===== config.mk =====
export PLATFORM = sky130hd
export DESIGN_NAME = llms_store
export DESIGN_NICKNAME = d
export VERILOG_FILES = /design/src/hdl/llms_pkg.sv /design/src/hdl/llms_store.sv
export SDC_FILE = /design/constraint.sdc
export NUM_CORES = 2
export LEC_CHECK = 0
export ABC_AREA = 1
export CELL_PAD_IN_SITES_DETAIL_PLACEMENT = 0
export CELL_PAD_IN_SITES_GLOBAL_PLACEMENT = 2
export CORE_MARGIN = 1.5
export CORE_UTILIZATION = 44
export DETAILED_ROUTE_END_ITERATION = 7
export DONT_BUFFER_PORTS = 1
export PLACE_DENSITY_LB_ADDON = 0.05
export SKIP_LAST_GASP = 1
export SYNTH_ARGS = -nofsm -noshare
export SYNTH_HDL_FRONTEND = slang
export SYNTH_SLANG_ARGS = --single-unit

===== constraint.sdc =====
create_clock -name clk -period 4 [get_ports clk]
set_input_delay 0.6 -clock clk [delete_from_list [all_inputs] [get_ports clk]]
set_output_delay 0.6 -clock clk [all_outputs]
set_load 0.1 [all_outputs]

===== src/hdl/llms_pkg.sv =====
// Shared types and constants for the leaky LMS adaptive FIR.
// Payload structs, register indexes, fixed-point constants, sequencer controls.
// No dependencies.
`default_nettype none

package llms_pkg;

    localparam int SAMPLE_W    = 16;
    localparam int CFG_W       = 16;
    localparam int CFG_IDX_W   = 2;
    localparam int WEIGHT_FRAC = 20;   // weight fraction bits
    localparam int LEAK_SHIFT  = 10;   // aligns leak*w with mu*e*x (2^-46 units)
    localparam int UPD_SHIFT   = 26;   // 2^-46 -> 2^-20
    localparam int MUE_W       = 33;   // mu (unsigned 16) times e (signed 16)
    localparam int MX_W        = 49;   // mu*e times x

    typedef logic signed [SAMPLE_W-1:0] sample_t;

    localparam sample_t SAMPLE_MAX = 16'sh7FFF;
    localparam sample_t SAMPLE_MIN = 16'sh8000;

    localparam logic [CFG_IDX_W-1:0] REG_STEP_SIZE   = 2'd0;
    localparam logic [CFG_IDX_W-1:0] REG_LEAK_FACTOR = 2'd1;

    localparam logic [CFG_W-1:0] STEP_RESET = 16'd328;
    localparam logic [CFG_W-1:0] LEAK_RESET = 16'd65529;

    typedef struct packed {
        sample_t reference_sample;
        sample_t desired_sample;
    } in_item_t;

    typedef struct packed {
        sample_t estimate_sample;
        sample_t error_sample;
    } out_item_t;

    // Sequencer to datapath controls
    typedef struct packed {
        logic acc_clr;     // new item: clear accumulator, latch desired sample
        logic iss_filter;  // filter-pass read issued this cycle
        logic iss_update;  // update-pass read issued this cycle
        logic err_load;    // error formed: load result and mu*e
    } pass_ctl_t;

endpackage

`default_nettype wire


===== src/hdl/llms_store.sv =====
// Tap weight and sample history memories, one write and one read port each.
// Synchronous (registered) read; zeroing write for the post-reset sweep.
// Depends on llms_pkg.
`default_nettype none

module llms_store #(
    parameter int TAPS         = 64,
    parameter int WEIGHT_WIDTH = 24
) (
    input  wire logic                            clk,
    input  wire logic                            clear,
    input  wire logic [$clog2(TAPS)-1:0]         clear_addr,
    input  wire logic [$clog2(TAPS)-1:0]         w_raddr,
    output logic signed [WEIGHT_WIDTH-1:0]       w_rdata,
    input  wire logic                            w_we,
    input  wire logic [$clog2(TAPS)-1:0]         w_waddr,
    input  wire logic signed [WEIGHT_WIDTH-1:0]  w_wdata,
    input  wire logic [$clog2(TAPS)-1:0]         h_raddr,
    output llms_pkg::sample_t                    h_rdata,
    input  wire logic                            h_we,
    input  wire logic [$clog2(TAPS)-1:0]         h_waddr,
    input  wire llms_pkg::sample_t               h_wdata
);
    import llms_pkg::*;

    logic signed [WEIGHT_WIDTH-1:0] w_mem [TAPS];
    sample_t                        h_mem [TAPS];

    always_ff @(posedge clk)
    begin
        if (clear)
        begin
            w_mem[clear_addr] <= '0;
        end
        else if (w_we)
        begin
            w_mem[w_waddr] <= w_wdata;
        end
        w_rdata <= w_mem[w_raddr];
    end

    always_ff @(posedge clk)
    begin
        if (clear)
        begin
            h_mem[clear_addr] <= '0;
        end
        else if (h_we)
        begin
            h_mem[h_waddr] <= h_wdata;
        end
        h_rdata <= h_mem[h_raddr];
    end

endmodule

`default_nettype wire


# ---- Word level (Yosys, flattened, before mapping)
# Memories as Yosys holds them, arrays and structs flattened. A register that Yosys moved wholly into a read port is not among the register bits.
# Index checks and enable logic that the tools add are counted.
dict set report word_totals {
  input_bits 74
  ram_bits 2560
  reg_bits 0
  word_cells 18
  output_inout_bits 40
  n_memories 2
}
# name words word_bits rd rd_clocked_by_memory_dff wr line
set mem_list {}
lappend mem_list {w_mem 64 24 1 1 1 llms_store.sv:26} ;# logic signed [WEIGHT_WIDTH-1:0] w_mem [TAPS];
lappend mem_list {h_mem 64 16 1 1 1 llms_store.sv:27} ;# sample_t h_mem [TAPS];
dict set report op_classes {
  muxes 14
  reduce_logical 2
}
# operator n
set ops {}
lappend ops {{24-bit 2-to-1 mux} 1}
lappend ops {{24-bit OR reduction} 1}
lappend ops {{16-bit 2-to-1 mux} 1}
lappend ops {{16-bit OR reduction} 1}
lappend ops {{6-bit 2-to-1 mux} 2}
lappend ops {{1-bit 2-to-1 mux} 10}

# ---- Depth between registers and ports, before layout
dict set report logic_depth {
  depth_word 5
  ltp_mapped 13
  ltp_nobuf 9
}

# ---- Worst setup path after synthesis
# No wires, ideal clock.
dict set report synth_path {
  kind {input -> register}
  from {input port clear}
  to {memory h_mem[0][10] (netlist bit) (data pin)}
  path_buffers 2
  path_slack_ps 861
  t_arrival_ps 2639
  cell_stages 5
  required_ps 3500
  setup_ps 500
  path_cell_list {inv_2 -> nand2_2 -> buf_4 -> clkbuf_1 -> nor2_1}
}
dict set report synth_between {
  elab_chain_cells 4
}
# element line
set synth_rtl {}
lappend synth_rtl {{start, declared} llms_store.sv:11} ;# input wire logic clear,
lappend synth_rtl {{1-bit 2-to-1 mux} llms_store.sv:44} ;# if (clear)
lappend synth_rtl {{1-bit 2-to-1 mux (implied by the code)} llms_store.sv:50} ;# h_mem[h_waddr] <= h_wdata;
lappend synth_rtl {{16-bit OR reduction (no source line)} -}
lappend synth_rtl {{16-bit 2-to-1 mux (no source line)} -}
lappend synth_rtl {{end, declared} llms_store.sv:27}
# No other way between the ends.

==> flow_summary_export.csv <==
group,metric,value,unit
yosys,syn-cell-area,0.1051,mm²
timing,whs,43.25,ps
yosys,synth-edff-count,2560,
timing,finalCriticalPeriod,3468,ps
timing,slew_headroom,19.81,%
detailed_routing,dr.pass1.iters,8,
grt,grt_usage,26.22,%
timing,fin_crit_sh,86.71,%
critical_path,cp_num_buf_inv,4,
placed_design,gp_congestion,0.8020,
outcome,status,"finished clean",
yosys,synth_top_cell_area_share,73.12,%
clocking,tritoncts.num_buffers,299,
critical_path,timing_worst_setup_path_type,"in -> reg",
clocking,hold_buffers,12,
critical_path,cp_top_family,"buffers and inverters",
yosys,seq_area_frac_synth,73.89,%
timing,setup_violations,0,
clocking,clkLatencyLatePin,920,ps
critical_path,cp_data_required_time,4850,ps
clocking,htreeDepth,5,
cells_and_area,multi_input_area,0.02469,mm²
die,die_area,0.2419,mm²
power,cellInternalPower,46.08,mW
yosys,avgSynthCellArea,11.83,µm²
timing,max_freq,288.3,MHz
die,core_area,0.2376,mm²
grt,antenna_found_initial,7,
placed_design,hpwlAfterDp,175400,µm
yosys,async_flop_share,0,%
power,power_frac_comb,6.2,%
cells_and_area,finalNetCount,9044,
critical_path,crit_chain,"inv_8, buf_12, nand2_1, nand3_1, nand3_1, nand2_1, nand2_1, nand3_1, nand3_1, dlygate4sd3_1, nand2_1, dlygate4sd3_1",
clocking,cts_buffer_depth,4,
power,p_switching,13.65,mW
yosys,ys_ff_latch,2600,
critical_path,crit_path_end_kind,"register",
timing,fin_skew,30.16,ps
clocking,clock_sinks,2600,
critical_path,start_kind,"input pin",
power,power.share.sequential,51.4,%
detailed_routing,vias_per_cell,5.431,
critical_path,cp_slowest_stage_delay,660,ps
timing,rsz0062_at_grt,"no",
timing,worstMarginPinSlew,1201,ps
critical_path,cp_max_fo,513,
grt,grt-ovfl-total,0,
grt,grt_max_degree,770,
cells_and_area,n_fill_cell,20891,
clocking,post_cts_buffers,0,
critical_path,cpMaxStageDelayCell,"inv_8",
timing,drv_slew,0,
detailed_routing,antenna_left,0,
power,switching_share,22.85,%
power,p_leak,41.33,nW
yosys,syn_inst,8889,
critical_path,reg2reg_slack,1480,ps
clocking,cts_resized,0,
yosys,ys_top_cells_by_area,"edfxtp_1, nand2_1, nand3_1",
grt,grt_pass1_vias,64659,
job,cap_violations,0,
die,die_h,491.8,µm
hold_path,hold_class,"in -> reg",
detailed_routing,wire_per_inst,25.91,µm
clocking,cts_root_buf,"clkbuf_16",
die,start_util,44.24,%
critical_path,crit_arrival,4320,ps
yosys,ys_warn_count,0,
placed_design,port_buffers,0,
die,chipWidth,491.8,µm
cells_and_area,regArea,0.07767,mm²
power,power-per-cell-area,502.9,mW/mm²
detailed_routing,wl,319900,µm
power,vdd.ir_drop.worst,0.4228,mV
detailed_routing,drc,0,
clocking,cts.clk_slew.worst_paths,60,ps
die,row_count,179,
timing,setup_tns,0,ps
yosys,synth_top_area_cell,"edfxtp_1",
power,p_clk_share,42.4,%
yosys,syn-num-nets,8963,
clocking,tritoncts,"yes",
detailed_routing,dr_total_vias,67047,
timing,final-hold-violation-count,0,
yosys,yosysUniqueCellTypes,26,
grt,grt_pass1_wl,462000,µm
cells_and_area,syn2layout_area_growth,12.96,%
yosys,synth_flop_cell,"edfxtp_1",
die,ioPinCount,114,
cells_and_area,drive_gt1_share,9.147,%
yosys,synth_common_cells,"nand2_1, edfxtp_1, nand3_1",
detailed_routing,drt_iter0_markers,5483,
yosys,synth_most_common_cell,"nand2_1",
## through the flow
step           total power [mW]  instances  setup slack (ps)  utilization [%]  area [µm²]
6_report                  59.72      12346             531.6            49.98      118800
5_1_grt                   61.52      12342             532.2            49.97      118700
4_1_cts                   60.24      12339              1196            49.97      118700
3_5_place_dp              34.94      11824             332.9            46.17      109700
3_3_place_gp              34.91      11824             273.2            46.17      109700
2_1_floorplan             33.74       8889             861.3                -      105100
## logic make-up after synthesis
kind of cell | synth area share (%)
AND/OR/NAND/NOR | 22.75
AO/OA/AOI/OAI | 0.06784
buffers and inverters | 3.293
flip-flops | 73.89
## final timing paths
kind | start | to | cells after the start
worst max register to register | h_mem[53][14] | h_rdata[14] | 10
worst min-delay path | w_raddr[3] | w_rdata[15] | 4
worst min register to register | w_mem[4][21] | w_rdata[21] | 8
worst max-delay path | h_raddr[0] | h_rdata[14] | 12
## state kept, by name, indices dropped and copies added (netlist names)
register and cells:
w_mem 1536, h_mem 1024, w_rdata 24, h_rdata 16
## layout make-up
cell class,count,share of cell area [%]
clock buffer,389,6.830
multi-input combinational,5644,20.79
timing repair buffer,342,2.651
sequential,2600,65.41
clock inverter,114,0.6627
antenna,7,0.01475
tap,3167,3.337
inverter,83,0.3066
## placed cells by master (no fill, tap or decap), types with 12 or more instances in the layout
cell	netlist	layout
clkinv_1	1	59
clkbuf_16	0	308
nor2_4	0	84
edfxtp_1	2560	2560
inv_1	76	71
nor2_1	175	63
nor2_2	0	28
buf_4	86	286
nand2_1	3271	3271
clkbuf_1	122	71
buf_12	1	44
nand3_1	2164	2164
dfxtp_1	40	40
clkinv_2	0	36
dlygate4sd3_1	0	12
## routing by layer
| metal | wire (µm) | share of wire, % | track usage [%] |
|---|---|---|---|
| met3 | 15300 | 4.8 | 3.673 |
| met4 | 10360 | 3.2 | 8.483 |
| met1 | 136000 | 43 | 34.83 |
| met5 | 0 | 0 | 0 |
| met2 | 158100 | 49 | 44.39 |
## power by group through the flow
stage / Combinational, mW / Sequential [mW] / Clock (mW)
final: 3.69 / 30.7 / 25.3
after global routing: 4.04 / 30.7 / 26.8
after CTS: 3.72 / 30.7 / 25.8
after detailed placement: 3.69 / 31.3 / 0
after global placement: 3.66 / 31.2 / 0
after floorplan: 2.41 / 31.3 / 0
## tightest hold or removal path, delay by kind of cell
| kind | cells | cell delay, ps |
|---|---|---|
| AND/OR/NAND/NOR | 4 | 310 |
Note: power is estimated with default switching activity, not from simulation.
