$ cat src/hdl/llms_pkg.sv
// Shared types and constants for the leaky LMS adaptive FIR.
// Payload structs, register indexes, fixed-point constants, sequencer controls.
// No dependencies.
`default_nettype none

package llms_pkg;

    localparam int SAMPLE_W    = 16;
    localparam int CFG_W       = 16;
    localparam int CFG_IDX_W   = 2;
    localparam int WEIGHT_FRAC = 20;   // weight fraction bits
    localparam int LEAK_SHIFT  = 10;   // aligns leak*w with mu*e*x (2^-46 units)
    localparam int UPD_SHIFT   = 26;   // 2^-46 -> 2^-20
    localparam int MUE_W       = 33;   // mu (unsigned 16) times e (signed 16)
    localparam int MX_W        = 49;   // mu*e times x

    typedef logic signed [SAMPLE_W-1:0] sample_t;

    localparam sample_t SAMPLE_MAX = 16'sh7FFF;
    localparam sample_t SAMPLE_MIN = 16'sh8000;

    localparam logic [CFG_IDX_W-1:0] REG_STEP_SIZE   = 2'd0;
    localparam logic [CFG_IDX_W-1:0] REG_LEAK_FACTOR = 2'd1;

    localparam logic [CFG_W-1:0] STEP_RESET = 16'd328;
    localparam logic [CFG_W-1:0] LEAK_RESET = 16'd65529;

    typedef struct packed {
        sample_t reference_sample;
        sample_t desired_sample;
    } in_item_t;

    typedef struct packed {
        sample_t estimate_sample;
        sample_t error_sample;
    } out_item_t;

    // Sequencer to datapath controls
    typedef struct packed {
        logic acc_clr;     // new item: clear accumulator, latch desired sample
        logic iss_filter;  // filter-pass read issued this cycle
        logic iss_update;  // update-pass read issued this cycle
        logic err_load;    // error formed: load result and mu*e
    } pass_ctl_t;

endpackage

`default_nettype wire

$ cat src/hdl/llms_seq.sv
// Pass sequencer: post-reset zeroing sweep, filter pass, error, update pass.
// Generates memory addresses, history pointer and datapath controls.
// Depends on llms_pkg.
`default_nettype none

module llms_seq #(
    parameter int TAPS = 64
) (
    input  wire logic                     clk,
    input  wire logic                     rst_n,
    input  wire logic                     in_valid,
    output logic                          in_ready,
    input  wire logic                     out_free,
    input  wire logic                     busy,
    output llms_pkg::pass_ctl_t           ctl,
    output logic                          clear,
    output logic [$clog2(TAPS)-1:0]       rd_addr,
    output logic [$clog2(TAPS)-1:0]       hist_addr,
    output logic                          h_we,
    output logic [$clog2(TAPS)-1:0]       wp
);
    import llms_pkg::*;

    localparam int AW = $clog2(TAPS);
    localparam logic [AW-1:0] LAST = AW'(TAPS - 1);

    typedef enum logic [6:0] {
        ST_CLEAR  = 7'b0000001,
        ST_IDLE   = 7'b0000010,
        ST_FILTER = 7'b0000100,
        ST_FDRAIN = 7'b0001000,
        ST_ERR    = 7'b0010000,
        ST_UPDATE = 7'b0100000,
        ST_UDRAIN = 7'b1000000
    } seq_state_t;

    seq_state_t    state_reg, state_next;
    logic [AW-1:0] k_reg, k_next;
    logic [AW-1:0] hidx_reg, hidx_next;
    logic [AW-1:0] wp_reg, wp_next;
    logic [AW-1:0] hidx_dec;
    logic          k_last;

    assign k_last   = (k_reg == LAST);
    assign hidx_dec = (hidx_reg == '0) ? LAST : hidx_reg - AW'(1);

    always_comb
    begin
        state_next = state_reg;
        k_next     = k_reg;
        hidx_next  = hidx_reg;
        wp_next    = wp_reg;
        ctl        = '0;
        in_ready   = 1'b0;
        clear      = 1'b0;
        h_we       = 1'b0;
        unique case (state_reg)
            ST_CLEAR:
            begin
                clear = 1'b1;
                if (k_last)
                begin
                    k_next     = '0;
                    state_next = ST_IDLE;
                end
                else
                begin
                    k_next = k_reg + AW'(1);
                end
            end
            ST_IDLE:
            begin
                in_ready = 1'b1;
                if (in_valid)
                begin
                    h_we        = 1'b1;
                    ctl.acc_clr = 1'b1;
                    k_next      = '0;
                    hidx_next   = wp_reg;
                    state_next  = ST_FILTER;
                end
            end
            ST_FILTER:
            begin
                ctl.iss_filter = 1'b1;
                hidx_next      = hidx_dec;
                k_next         = k_reg + AW'(1);
                if (k_last)
                begin
                    k_next     = '0;
                    hidx_next  = wp_reg;
                    state_next = ST_FDRAIN;
                end
            end
            ST_FDRAIN:
            begin
                if (!busy)
                begin
                    state_next = ST_ERR;
                end
            end
            ST_ERR:
            begin
                if (out_free)
                begin
                    ctl.err_load = 1'b1;
                    state_next   = ST_UPDATE;
                end
            end
            ST_UPDATE:
            begin
                ctl.iss_update = 1'b1;
                hidx_next      = hidx_dec;
                k_next         = k_reg + AW'(1);
                if (k_last)
                begin
                    k_next     = '0;
                    state_next = ST_UDRAIN;
                end
            end
            ST_UDRAIN:
            begin
                if (!busy)
                begin
                    wp_next    = (wp_reg == LAST) ? '0 : wp_reg + AW'(1);
                    state_next = ST_IDLE;
                end
            end
            default:
            begin
                state_next = ST_IDLE;
            end
        endcase
    end

    always_ff @(posedge clk or negedge rst_n)
    begin
        if (!rst_n)
        begin
            state_reg <= ST_CLEAR;
            k_reg     <= '0;
            hidx_reg  <= '0;
            wp_reg    <= '0;
        end
        else
        begin
            state_reg <= state_next;
            k_reg     <= k_next;
            hidx_reg  <= hidx_next;
            wp_reg    <= wp_next;
        end
    end

    assign rd_addr   = k_reg;
    assign hist_addr = hidx_reg;
    assign wp        = wp_reg;

endmodule

`default_nettype wire

$ cat config.mk
export PLATFORM = sky130hd
export DESIGN_NAME = llms_seq
export DESIGN_NICKNAME = d
export VERILOG_FILES = /design/src/hdl/llms_pkg.sv /design/src/hdl/llms_seq.sv
export SDC_FILE = /design/constraint.sdc
export NUM_CORES = 1
export LEC_CHECK = 0
export ABC_AREA = 0
export BUFFER_PORTS_ARGS = -buffer_cell sky130_fd_sc_hd__buf_2
export CELL_PAD_IN_SITES_DETAIL_PLACEMENT = 1
export CELL_PAD_IN_SITES_GLOBAL_PLACEMENT = 1
export CORE_ASPECT_RATIO = 0.8
export CORE_MARGIN = 2
export CORE_UTILIZATION = 45
export CTS_BUF_LIST = sky130_fd_sc_hd__clkbuf_16
export DETAILED_ROUTE_END_ITERATION = 7
export PLACE_DENSITY_LB_ADDON = 0.05
export SYNTH_ARGS = -nofsm -noshare
export SYNTH_HDL_FRONTEND = slang
export SYNTH_SLANG_ARGS = --single-unit
$ cat constraint.sdc
create_clock -name clk -period 5.6 [get_ports clk]
set_clock_uncertainty 0.1 [all_clocks]
set_input_delay 0.84 -clock clk [delete_from_list [all_inputs] [get_ports clk]]
set_output_delay 0.84 -clock clk [all_outputs]
set_load 0.1 [all_outputs]
**Word-level counts from Yosys, hierarchy flattened**

Index checks and enable logic that the tools add are counted.

- $add $sub $neg: 3
- Multipliers: 0
- Divide/modulo/power cells: 0
- $lt $le $gt $ge: 0
- Equal/unequal tests: 16
- Shift operators: 0
- Mux-type cells: 24
- Bitwise gates (word level): 1
- Reduce and logical (&&, ||, !) cells: 8

Operator list:

| operator | count |
|---|---|
| two-way mux 7 bit | 7 |
| case mux 7 bit (7 select lines) | 1 |
| two-way mux 6 bit | 6 |
| case mux 6 bit (3 select lines) | 1 |
| inequality test 2 bit, second input constant | 7 |
| adder 6 x 1 -> 6 bit, second input constant | 2 |
| == test 6 bit, second input constant | 2 |
| case mux 6 bit (2 select lines) | 1 |
| two-way mux 1 bit | 8 |
| == test 7 x 1 -> 1 bit, second input constant | 1 |
| == test 7 x 2 -> 1 bit, second input constant | 1 |
| == test 7 x 3 -> 1 bit, second input constant | 1 |
| == test 7 x 4 -> 1 bit, second input constant | 1 |
| == test 7 x 5 -> 1 bit, second input constant | 1 |
| == test 7 x 6 -> 1 bit, second input constant | 1 |
| == test 7 bit, second input constant | 1 |
| AND reduction 7 bit | 1 |
| logical NOT 6 bit | 1 |
| AND reduction 2 bit | 3 |
| subtractor 6 x 1 -> 6 bit, second input constant | 1 |
| nonzero test 3 bit | 1 |
| OR reduction 3 bit | 1 |
| nonzero test 2 bit | 1 |
| NOT 1 bit | 1 |

- Bits in registers: 25
- Bits in latches: 0
- Bits in writable memories: 0
- ROM bits: 0
- Output and inout bits: 25
- Logic and storage cells: 56
- Memories kept: 0

**Depth between registers and ports, before layout**

- Depth in word-level cells: 4
- Gate-level depth with buffers: 8
- Gate-level depth less buffers: 6

**Worst setup path before layout**

OpenSTA, ideal clock, no wires.

- Kind: register to output
- Start point: register state_reg[6]
- End point: output clear
- Arrival: 3024 ps
- Path slack: 1636 ps
- Cell stages (with the launch flop): 5
- Buffers on the path: 2
- Path through: dfrtp_1 > buf_6 > or3_1 > buf_6 > nor3_1

- Cells in the longest elaborated chain, start to end: 2

Ends and longest elaborated chain:

| what | RTL line | RTL |
|---|---|---|
| from (decl) | llms_seq.sv:37 | `seq_state_t state_reg, state_next;` |
| from (signal assigned) | llms_seq.sv:147 | `state_reg <= state_next;` |
| == test 7 x 1 -> 1 bit | llms_seq.sv:57 | `unique case (state_reg)` |
| two-way mux 1 bit | llms_seq.sv:57 |  |
| to (decl) | llms_seq.sv:16 | `output logic clear,` |

No other way between the ends.

==> flow_metrics.tcl <==
set metrics [dict create \
    ys.flop_type "dfrtp_1" \
    fin_crit_ns 3.15 \
    clockPowerShare 0.152 \
    internal_power_mw 0.461 \
    largest_reg_flops 7 \
    grt_pass1_vias 1458 \
    synth-edff-count 0 \
    power.total_mw 1.08 \
    clk_latency_ns 0.26 \
    start_util 0.480 \
    diodes 0 \
    min_path_type "flop to flop" \
    cts_resized 0 \
    place_hpwl_mm 3.26 \
    ff2ff_setup_slack_ns 3.24 \
    syn-cell-area_um2 1680 \
    synth_area_per_cell_um2 8.82 \
    coreArea_um2 3490 \
    power.static_leakage_nw 0.839 \
    ios 30 \
    p_sw_mw 0.624 \
    cts_buffers 3 \
    postSynth.asyncResetShare 1.00 \
    crit_buf_inv 1 \
    tightestPinTransition_ns 0.631 \
    antenna_found_initial 0 \
    wl_per_cell_um 17.8 \
    fin_nets 219 \
    slew_headroom 0.568 \
    via_per_inst 6.00 \
    critical_path.max_fanout 16 \
    path_clk_slew_ns 0.07 \
    vias 1512 \
    post-route-period-util 0.563 \
    min_to "rd_addr[1]" \
    mostFrequentLayoutCells "buf_2, dfrtp_1, o21ai_0" \
    synth_compound_area_frac 0.190 \
    reg2reg_depth 3 \
    fmax_mhz 317 \
    maxCapViolCount 0 \
    slew_viol_final 0 \
    syn_inst 190 \
    timing.hold.ws_ns 0.445 \
    finalHoldViolCount 0 \
    io_buffer_count 29 \
    crit_chain "or4b_1 > nor2_1 > buf_2" \
    chipWidth_um 72.2 \
    crit_slowest_cell "or4b_1" \
    pwr-share-comb 0.580 \
    synth.distinct_cells 53 \
    area_growth_pct 11.6 \
    die_area_um2 4230 \
    min_from "rd_addr[1]" \
    fill_cells 414 \
    cts.path.max_buffers 2 \
    rsz0062_at_grt "no" \
    worst-setup-path-type "flop to output port" \
    ir_drop_mv 0.346 \
    required_ns 4.66 \
    drive_above_1_share 0.219 \
    drt_pass1_iterations 5 \
    drc_errors 0 \
    routabilityCongestion 0.835 \
    seq_area_frac_synth 0.374 \
    synthSimpleGateAreaFrac 0.271 \
    finalSetupViolations 0 \
    worstPathArrival_ns 2.21 \
    synth_top_family_by_area "simple AND/OR/NAND/NOR gates" \
    ys_ff_latch 25 \
    synth_adder_area_share 0.0224 \
    hold_buffers 0 \
    grt_pass1_wl_mm 7.42 \
    grt_max_degree 26 \
    synth_xor_area_frac 0.0261 \
    cts_tree "done" \
    grt_use_total 0.229 \
    slowest_delay_ns 0.63 \
    muxShareOfSynthArea 0.0388 \
    cts_setup_buffers 0 \
    crit_family "simple AND/OR/NAND/NOR gates" \
    die_h_um 58.6 \
    setup_tns_ns 0 \
    r2r_start "state_reg[1]" \
    first_iter_violations 91 \
    hold_path_depth 2 \
    regArea_um2 627 \
    multi_input_area_um2 918 \
    postRouteAntennaNets 0 \
    synth_warnings 0 \
    htree_levels 1 \
    pwr-share-seq 0.268 \
    cp-end-kind "output port" \
    synth_nets 198 \
    swShare 0.575 \
    start_kind "flop" \
    grt_overflow 0 \
    clock_sinks 25 \
    routed_wl_mm 4.50 \
    r2r-end "wp[1]" \
    mostFrequentLayoutCell "buf_2" \
    rows 19 \
    clock-root-buffer "clkbuf_16" \
    power_density_nw_per_um2 580 \
    status "complete, no violations" \
]
worst reg2reg max path: stages (launching register included):
cell and delay [ns]:
dfrtp_1 0.56, or4_4 0.64, nor4_4 0.55, mux2_2 0.40
stage by stage:
step | instances | cell area (µm²) | util | setup slack (ns)
3_5_place_dp | 248 | 1790 | 0.512 | 2.75
4_1_cts | 252 | 1870 | 0.535 | 2.46
5_1_grt | 252 | 1870 | 0.535 | 2.36
2_1_floorplan | 190 | 1680 | - | 1.64
6_report | 252 | 1870 | 0.535 | 2.45
3_3_place_gp | 248 | 1790 | 0.512 | 2.82
metal layers:
metal  vias to the layer above  part of all wire  track usage
met5                         -                 0            0
met4                         0            0.0069       0.0512
li1                        737                 -            -
met3                         4             0.034       0.0411
met2                        26              0.47        0.368
met1                       745              0.49        0.324
worst max-delay path by stage:
stage,startpoint,to,slack [ns],cells past startpoint
detailed placement,state_reg[2],ctl[1],2.75,3
global route,state_reg[1],ctl[1],2.36,3
finish,state_reg[1],ctl[1],2.45,3
floorplan,state_reg[6],clear,1.64,4
global placement,state_reg[2],ctl[1],2.82,3
CTS,state_reg[1],ctl[1],2.46,3
cell families (layout without fill, tap and decap cells):
| family | count (synthesis) | in the layout |
|---|---|---|
| fa+ha+maj | 3 | 3 |
| simple gates | 77 | 77 |
| compound gates | 49 | 49 |
| flops | 25 | 25 |
| xor+xnor | 5 | 5 |
| mux | 6 | 6 |
| buf+inv | 25 | 45 |
Yosys cell counts, drive strengths merged (4+ instances only):
master / number / share of area
nand2: 15 / 0.034
and3: 5 / 0.019
o21ai: 23 / 0.071
nor2: 11 / 0.025
mux2: 4 / 0.027
inv: 12 / 0.027
dfrtp: 24 / 0.36
nor4: 4 / 0.028
nand2b: 5 / 0.019
a21oi: 6 / 0.018
nand3: 6 / 0.018
o22ai: 4 / 0.015
nor3b: 4 / 0.018
buf: 10 / 0.045
nor3: 12 / 0.039
layout make-up:
| type | instances | share of cell area |
|---|---|---|
| timing repair buffer | 29 | 0.0776 |
| sequential | 25 | 0.335 |
| multi-input combinational | 140 | 0.491 |
| tap | 42 | 0.0281 |
| inverter | 12 | 0.0241 |
| clock inverter | 1 | 0.00401 |
| clock buffer | 3 | 0.0401 |
power groups by stage:
stage | Combinational (mW) | Clock, mW | Sequential [mW]
global placement | 0.618 | 0 | 0.285
global route | 0.670 | 0.176 | 0.298
floorplan | 0.353 | 0 | 0.465
detailed placement | 0.626 | 0 | 0.291
finish | 0.629 | 0.165 | 0.290
CTS | 0.630 | 0.166 | 0.289
No activity file was read; power rests on OpenSTA's default activity.
