--- config.mk ---
export PLATFORM = sky130hd
export DESIGN_NAME = llms_mac
export DESIGN_NICKNAME = d
export VERILOG_FILES = /design/src/hdl/llms_pkg.sv /design/src/hdl/llms_mac.sv
export SDC_FILE = /design/constraint.sdc
export NUM_CORES = 2
export LEC_CHECK = 0
export BUFFER_PORTS_ARGS = -buffer_cell sky130_fd_sc_hd__buf_2
export CAP_MARGIN = 25
export CORE_UTILIZATION = 45
export CTS_BUF_LIST = sky130_fd_sc_hd__clkbuf_8
export CTS_CLUSTER_SIZE = 20
export DETAILED_ROUTE_END_ITERATION = 10
export GPL_ROUTABILITY_DRIVEN = 1
export PLACE_DENSITY = 0.71
export SYNTH_ARGS = -nofsm -noshare
export SYNTH_HDL_FRONTEND = slang
export SYNTH_SLANG_ARGS = --single-unit
export TNS_END_PERCENT = 50
--- constraint.sdc ---
create_clock -name clk -period 12.86 [get_ports clk]
set_input_delay 0 -clock clk [delete_from_list [all_inputs] [get_ports clk]]
set_output_delay 0 -clock clk [all_outputs]
set_load 0.1 [all_outputs]
--- src/hdl/llms_pkg.sv ---
// Shared types and constants for the leaky LMS adaptive FIR.
// Payload structs, register indexes, fixed-point constants, sequencer controls.
// No dependencies.
`default_nettype none

package llms_pkg;

    localparam int SAMPLE_W    = 16;
    localparam int CFG_W       = 16;
    localparam int CFG_IDX_W   = 2;
    localparam int WEIGHT_FRAC = 20;   // weight fraction bits
    localparam int LEAK_SHIFT  = 10;   // aligns leak*w with mu*e*x (2^-46 units)
    localparam int UPD_SHIFT   = 26;   // 2^-46 -> 2^-20
    localparam int MUE_W       = 33;   // mu (unsigned 16) times e (signed 16)
    localparam int MX_W        = 49;   // mu*e times x

    typedef logic signed [SAMPLE_W-1:0] sample_t;

    localparam sample_t SAMPLE_MAX = 16'sh7FFF;
    localparam sample_t SAMPLE_MIN = 16'sh8000;

    localparam logic [CFG_IDX_W-1:0] REG_STEP_SIZE   = 2'd0;
    localparam logic [CFG_IDX_W-1:0] REG_LEAK_FACTOR = 2'd1;

    localparam logic [CFG_W-1:0] STEP_RESET = 16'd328;
    localparam logic [CFG_W-1:0] LEAK_RESET = 16'd65529;

    typedef struct packed {
        sample_t reference_sample;
        sample_t desired_sample;
    } in_item_t;

    typedef struct packed {
        sample_t estimate_sample;
        sample_t error_sample;
    } out_item_t;

    // Sequencer to datapath controls
    typedef struct packed {
        logic acc_clr;     // new item: clear accumulator, latch desired sample
        logic iss_filter;  // filter-pass read issued this cycle
        logic iss_update;  // update-pass read issued this cycle
        logic err_load;    // error formed: load result and mu*e
    } pass_ctl_t;

endpackage

`default_nettype wire

--- src/hdl/llms_mac.sv ---
// Multiply-accumulate and weight update pipeline for the leaky LMS FIR.
// Read data -> products -> accumulate / new weight; saturation of y, e, w.
// Depends on llms_pkg.
`default_nettype none

module llms_mac #(
    parameter int TAPS         = 64,
    parameter int WEIGHT_WIDTH = 24
) (
    input  wire logic                            clk,
    input  wire logic                            rst_n,
    input  wire llms_pkg::pass_ctl_t             ctl,
    input  wire logic [$clog2(TAPS)-1:0]         rd_addr,
    input  wire logic signed [WEIGHT_WIDTH-1:0]  w_rdata,
    input  wire llms_pkg::sample_t               h_rdata,
    input  wire llms_pkg::sample_t               desired_sample,
    input  wire logic [llms_pkg::CFG_W-1:0]      step_size,
    input  wire logic [llms_pkg::CFG_W-1:0]      leak_factor,
    output logic                                 busy,
    output llms_pkg::sample_t                    estimate_sample,
    output llms_pkg::sample_t                    error_sample,
    output logic                                 w_we,
    output logic [$clog2(TAPS)-1:0]              w_waddr,
    output logic signed [WEIGHT_WIDTH-1:0]       w_wdata
);
    import llms_pkg::*;

    localparam int AW     = $clog2(TAPS);
    localparam int WH_W   = WEIGHT_WIDTH + SAMPLE_W;
    localparam int ACC_W  = WH_W + AW + 1;
    localparam int LW_W   = WEIGHT_WIDTH + CFG_W + 1;
    localparam int LWS_W  = LW_W + LEAK_SHIFT;
    localparam int UPD_W  = ((LWS_W > MX_W) ? LWS_W : MX_W) + 1;
    localparam logic signed [WEIGHT_WIDTH-1:0] W_MAX = {1'b0, {(WEIGHT_WIDTH-1){1'b1}}};
    localparam logic signed [WEIGHT_WIDTH-1:0] W_MIN = {1'b1, {(WEIGHT_WIDTH-1){1'b0}}};

    // pipeline valids
    logic v1_f_reg, v1_u_reg, v2_f_reg, v2_u_reg, v3_u_reg;
    logic [AW-1:0] k1_reg, k2_reg, k3_reg;

    sample_t                        d_reg;
    logic signed [ACC_W-1:0]        acc_reg;
    logic signed [MUE_W-1:0]        mue_reg;
    logic signed [WH_W-1:0]         prod_wh_reg;
    logic signed [LW_W-1:0]         prod_lw_reg;
    logic signed [MX_W-1:0]         prod_mx_reg;
    logic signed [WEIGHT_WIDTH-1:0] nw_reg;

    logic signed [ACC_W-1:0]        acc_sh;
    logic [ACC_W-16:0]              y_hi;
    logic signed [SAMPLE_W:0]       diff;
    logic signed [UPD_W-1:0]        upd_sum;
    logic signed [UPD_W-1:0]        upd_sh;
    logic [UPD_W-WEIGHT_WIDTH:0]    w_hi;
    logic signed [WEIGHT_WIDTH-1:0] nw_next;

    always_ff @(posedge clk or negedge rst_n)
    begin
        if (!rst_n)
        begin
            v1_f_reg <= 1'b0;
            v1_u_reg <= 1'b0;
            v2_f_reg <= 1'b0;
            v2_u_reg <= 1'b0;
            v3_u_reg <= 1'b0;
        end
        else
        begin
            v1_f_reg <= ctl.iss_filter;
            v1_u_reg <= ctl.iss_update;
            v2_f_reg <= v1_f_reg;
            v2_u_reg <= v1_u_reg;
            v3_u_reg <= v2_u_reg;
        end
    end

    assign busy = v1_f_reg | v1_u_reg | v2_f_reg | v2_u_reg | v3_u_reg;

    // y = sat16(acc >>> 20)
    assign acc_sh = acc_reg >>> WEIGHT_FRAC;
    assign y_hi   = acc_sh[ACC_W-1:SAMPLE_W-1];

    always_comb
    begin
        if ((&y_hi) || !(|y_hi))
        begin
            estimate_sample = acc_sh[SAMPLE_W-1:0];
        end
        else
        begin
            estimate_sample = acc_sh[ACC_W-1] ? SAMPLE_MIN : SAMPLE_MAX;
        end
    end

    // e = sat16(d - y)
    assign diff = (SAMPLE_W+1)'(d_reg) - (SAMPLE_W+1)'(estimate_sample);

    always_comb
    begin
        if (diff[SAMPLE_W] == diff[SAMPLE_W-1])
        begin
            error_sample = diff[SAMPLE_W-1:0];
        end
        else
        begin
            error_sample = diff[SAMPLE_W] ? SAMPLE_MIN : SAMPLE_MAX;
        end
    end

    // new weight = sat(((leak*w) << 10 + mu*e*x) >>> 26)
    assign upd_sum = (UPD_W'(prod_lw_reg) <<< LEAK_SHIFT) + UPD_W'(prod_mx_reg);
    assign upd_sh  = upd_sum >>> UPD_SHIFT;
    assign w_hi    = upd_sh[UPD_W-1:WEIGHT_WIDTH-1];

    always_comb
    begin
        if ((&w_hi) || !(|w_hi))
        begin
            nw_next = upd_sh[WEIGHT_WIDTH-1:0];
        end
        else
        begin
            nw_next = upd_sh[UPD_W-1] ? W_MIN : W_MAX;
        end
    end

    always_ff @(posedge clk)
    begin
        k1_reg      <= rd_addr;
        k2_reg      <= k1_reg;
        k3_reg      <= k2_reg;
        prod_wh_reg <= w_rdata * h_rdata;
        prod_lw_reg <= $signed({1'b0, leak_factor}) * w_rdata;
        prod_mx_reg <= mue_reg * h_rdata;
        nw_reg      <= nw_next;
        if (ctl.acc_clr)
        begin
            d_reg   <= desired_sample;
            acc_reg <= '0;
        end
        else if (v2_f_reg)
        begin
            acc_reg <= acc_reg + ACC_W'(prod_wh_reg);
        end
        if (ctl.err_load)
        begin
            mue_reg <= $signed({1'b0, step_size}) * error_sample;
        end
    end

    assign w_we    = v3_u_reg;
    assign w_waddr = k3_reg;
    assign w_wdata = nw_reg;

endmodule

`default_nettype wire

[Word level (Yosys, flattened, before mapping)]
Index checks and enable logic that the tools add are counted.
Cells by class
  add/subtract/negate cells: 3
  $mul: 4
  eq/ne operators: 1
  muxes and demuxes: 6
  bitwise operators: 4
  reduce and logical (&&, ||, !) cells: 8
Operator list (number)
  16-bit two-way mux: 4
  51-bit by 49-bit adder with 52-bit output: 1
  33-bit by 16-bit multiplier with 49-bit output: 1
  24-bit two-way mux: 2
  47-bit by 40-bit adder with 47-bit output: 1
  17-bit by 24-bit multiplier with 41-bit output: 1
  24-bit by 16-bit multiplier with 40-bit output: 1
  17-bit by 16-bit multiplier with 33-bit output: 1
  16-bit by 16-bit subtractor with 17-bit output: 1
  12-bit AND reduction: 1
  12-bit OR reduction: 1
  1-bit bitwise OR: 4
  3-bit AND reduction: 1
  3-bit OR reduction: 1
  1-bit zero test: 2
  1-bit logical OR: 2
  1-bit == test: 1
Word-level totals
  bits in registers: 273
  input port bits: 100
  output and inout port bits: 64
  word-level logic and storage cells: 41

[Depth between registers and ports, before layout]
  depth after elaboration: 8
  gate-level depth with buffers: 42
  depth with buffers taken out: 38

[Worst setup path before layout]
OpenSTA, ideal clock, no wires.
  path type: register to register
  start: register acc_reg[46]
  end: register mue_reg[30], data pin
  library setup time: 0.259 ns
  arrival time: 9.994 ns
  required time: 12.601 ns
  slack: 2.607 ns
  cell stages (with the launch flop): 41
  buffers on the path: 4
  period minus slack after synthesis: 10.253 ns
  path through: dfxtp_1 > nor4_1 > and3_1 > clkbuf_1 > or3_1 > clkbuf_1 > nand2_1 > ha_1 > inv_1 > o21ai_0 > or3b_2 > o21ai_1 > a211o_2 > a311o_1 > buf_2 > nand2_1 > o22ai_4 > a211oi_2 > [... 5 more ...] > fa_1 > inv_1 > fa_1 > fa_1 > inv_1 > fa_1 > inv_1 > ha_1 > a21o_1 > a21o_1 > a21oi_1 > o21bai_1 > a21oi_1 > o211ai_1 > a311oi_1 > o21bai_1 > a21o_1 > xor2_1
On the way
  cells in the longest elaborated chain, start to end: 8
  elaborated cells between the ends (all ways): 11
  classes of those cells: add/sub (1); mul (1); eq/ne (1); mux (4); reduce/logical (4)
RTL lines
  start, declared: line llms_mac.sv:42  | logic signed [ACC_W-1:0] acc_reg;
  start signal, assigned: line llms_mac.sv:143  | acc_reg <= acc_reg + ACC_W'(prod_wh_reg);
  12-bit OR reduction: line llms_mac.sv:85  | if ((&y_hi) || !(|y_hi))
  1-bit zero test: line llms_mac.sv:85
  1-bit logical OR: line llms_mac.sv:85
  16-bit two-way mux (*): line llms_mac.sv:85
  net estimate_sample[0]: line llms_mac.sv:20  | output llms_pkg::sample_t estimate_sample,
  16-bit by 16-bit subtractor with 17-bit output (*): line llms_mac.sv:96  | assign diff = (SAMPLE_W+1)'(d_reg) - (SAMPLE_W+1)'(estimate_sample);
  16-bit two-way mux or 1-bit == test (tied branches): line llms_mac.sv:106, llms_mac.sv:100
  16-bit two-way mux (*): line llms_mac.sv:100  | if (diff[SAMPLE_W] == diff[SAMPLE_W-1])
  net error_sample[2]: line llms_mac.sv:21  | output llms_pkg::sample_t error_sample,
  17-bit by 16-bit multiplier with 33-bit output (*): line llms_mac.sv:147  | mue_reg <= $signed({1'b0, step_size}) * error_sample;
  end signal, assigned: line llms_mac.sv:147
  end, declared: line llms_mac.sv:43  | logic signed [MUE_W-1:0] mue_reg;
The timed path passes the listed nets; every way through them passes the cells marked *.
A chain may end at the register's enable or synchronous reset.

[Worst setup path after layout]
  start: register acc_reg[38]
  end: register mue_reg[29], data pin
On the way
  cells in the longest elaborated chain, start to end: 8
  elaborated cells between the ends (all ways): 10
  classes of those cells: add/sub (1); mul (1); eq/ne (1); mux (3); reduce/logical (4)
RTL lines (line)
  12-bit OR reduction: llms_mac.sv:85
  1-bit zero test: llms_mac.sv:85
  1-bit logical OR (*): llms_mac.sv:85
  16-bit two-way mux (*): llms_mac.sv:85
  16-bit by 16-bit subtractor with 17-bit output (*): llms_mac.sv:96
  16-bit two-way mux or 1-bit == test (tied branches): llms_mac.sv:106, llms_mac.sv:100
  16-bit two-way mux (*): llms_mac.sv:100
  17-bit by 16-bit multiplier with 33-bit output (*): llms_mac.sv:147
Mark *: on every way between the ends. The rest lies on a longest branch, timed or not.

==> flow_summary.yaml <==
clock_tree:
  clk_transition_reported_paths_ns: 0.06
  cts_setup_buffers: 0
  clk_latency_ns: 0.70
  cts_hold_buf: 58
  cts_tree: "built"
  root_buffer: "clkbuf_8"
  cts_sinks: 263
  post_cts_resized: 0
  cts_made_buffers: 51
  cts.path.max_buffers: 3
  htree_levels: 2
synth:
  syn-cell-area_um2: 65700
  synth_xor_area_share_pct: 2.85
  postSynth.asyncResetShare_pct: 1.90
  synth-main-ff-cell: "dfxtp_1"
  avgSynthCellArea_um2: 9.11
  synthCells: 7213
  synth-seq-area-share_pct: 8.80
  synth-edff-count: 49
  synthMuxAreaShare_pct: 0.552
  synth_compound_area_share_pct: 6.98
  synth_top_family_by_area: "adder cells"
  synth-simple-area-share_pct: 15.5
  synthAdderAreaFrac_pct: 54.2
  synth_nets: 9294
  ys_ff_latch: 263
  yosys.cell_types.count: 82
  yosysWarnings: 0
sta:
  max_freq_mhz: 88.1
  fin_worst_skew_ns: 0.0574
  final.setup.tns_ns: 0
  fin_crit_sh_pct: 88.2
  relSlewSlack_pct: 22.2
  grt_setup_unrepaired: "no"
  drv_slew: 0
  tightest_slew_ns: 1.17
  final-setup-viol-count: 0
  hold_violations: 0
  holdWs_ns: 0.201
  fin_crit_ns: 11.35
place:
  numPortBuffers: 163
  hpwlAfterDp_mm: 128
  dpl_cell_area_um2: 68000
  gp_congestion: 0.883
detailed_routing:
  drc_errors: 0
  routed_wl_mm: 167
  num_vias: 48700
  vias_per_cell: 5.31
  drtAntennaViolNets: 0
  drt-initial-drc-count: 2979
  wl_per_cell_um: 18.2
  drt_pass1_iterations: 6
die:
  core_um2: 144000
  start_util_pct: 45.6
  die_h_um: 384
  ioPinCount: 164
  dieArea_um2: 148000
  die_x_um: 384
  core.rowCount: 139
global_route:
  use_met3_pct: 4.13
  grtUsageMet2_pct: 40.3
  overflow: 0
  grt_pass1_wl_mm: 280
  antenna_found_initial: 12
  busiest_layer: "met2"
  grt_pass1_vias: 53500
  grt_use_met1_pct: 30.9
  grtUsageTotal_pct: 23.7
  grt_max_degree: 73
final_layout:
  area_growth_pct: 6.14
  final_common_cell: "inv_1"
  final_cell_area_um2: 69700
  n_fill_cell: 13500
  drive_above_1_share_pct: 4.58
  largest_register_ffs: 47
  layout_common_cells: "inv_1, fa_1, nand2_1, and2_1, ha_1"
  final_nets: 9303
run_status:
  status: "finished clean"
worst_setup_path:
  crit_type: "flip-flop to flip-flop"
  crit_fanout: 17
  crit_top_cell: "fa_1"
  end_kind: "flip-flop"
  crit_start: "acc_reg[38]"
  required_ns: 13.36
  slowest_delay_ns: 0.84
  start_kind: "flip-flop"
  cp.arrival_ns: 11.85
  r2r_start: "acc_reg[38]"
  crit_path_top_delay_cell: "a22oi_2"
min_path:
  min-delay-start: "step_size[2]"
  min_path_type: "input pin to flip-flop"
run:
  maxCapViolCount: 0
-- Yosys cell counts, drive strengths merged, types with 34 or more instances --
cell type  count  area [um^2]
nor2b         41          257
nor2         159          597
xor2          53          464
fa          1445        28900
o21ai        150          754
nand2        990         3720
ha           536         6710
edfxtp        49         1470
inv         1627         6110
dfxtp        209         4180
clkbuf       283         1060
xnor2        161         1410
nand3         40          200
and2         598         3740
mux2i         34          340
nand2b        79          494
a211oi        38          295
nor3          59          320
a21o         108          811
a21oi        187          943
-- layer usage --
| layer | share of wire, % | vias to the layer above |
|---|---|---|
| met2 | 49 | 1777 |
| met5 | 0.013 | - |
| met3 | 7.7 | 387 |
| met4 | 3.1 | 4 |
| li1 | - | 21700 |
| met1 | 40 | 24800 |
-- critical path: cells and delay by family (launching register included) --
family | cells | cell delay [ns]
AOI/OAI and AO/OA | 13 | 3.98
buffers and inverters | 5 | 0.25
and+or+nand+nor | 10 | 2.82
adders and majority gates | 8 | 3.70
DFF | 1 | 0.34
-- logic make-up (layout without fill, tap and decap cells) --
kind of cell	count (synthesis)	after routing
AND/OR/NAND/NOR	2092	2092
XOR/XNOR	214	214
other	0	5
buffers and inverters	1931	1981
multiplexers	36	36
flip-flops	263	263
AO/OA/AOI/OAI	696	696
adder cells (fa/ha/maj)	1981	1981
-- area by class of cell --
type	count	area (um^2)	share of cell area, %
Antenna cell	5	12.5	0.0179
Clock buffer	60	826	1.18
Clock inverter	34	292	0.418
Inverter	1627	6110	8.76
Multi-Input combinational cell	5019	52600	75.5
Sequential cell	263	5780	8.29
Tap cell	1903	2380	3.41
Timing Repair Buffer	260	1710	2.46
-- final timing paths --
path	slack (ns)	cells past startpoint	end
hold reg to reg	0.32	0	w_waddr[5]
max in group asynchronous	12.42	3	v2_f_reg
hold / removal	0.20	4	mue_reg[2]
setup / recovery	1.51	36	mue_reg[29]
min in group asynchronous	0.22	3	v1_f_reg
setup reg to reg	1.51	36	mue_reg[29]
-- metrics by stage --
step           setup slack [ns]  utilization (%)  cells
6_report                   1.51             48.4   9171
3_5_place_dp               1.76             47.2   9011
5_1_grt                   0.879             48.4   9170
2_1_floorplan              2.61                -   7213
4_1_cts                    1.68             48.3   9163
3_3_place_gp               2.06             47.2   9011
Power is not shown: default switching activity piles up to over one toggle a cycle in this logic, so the estimate is an artifact.
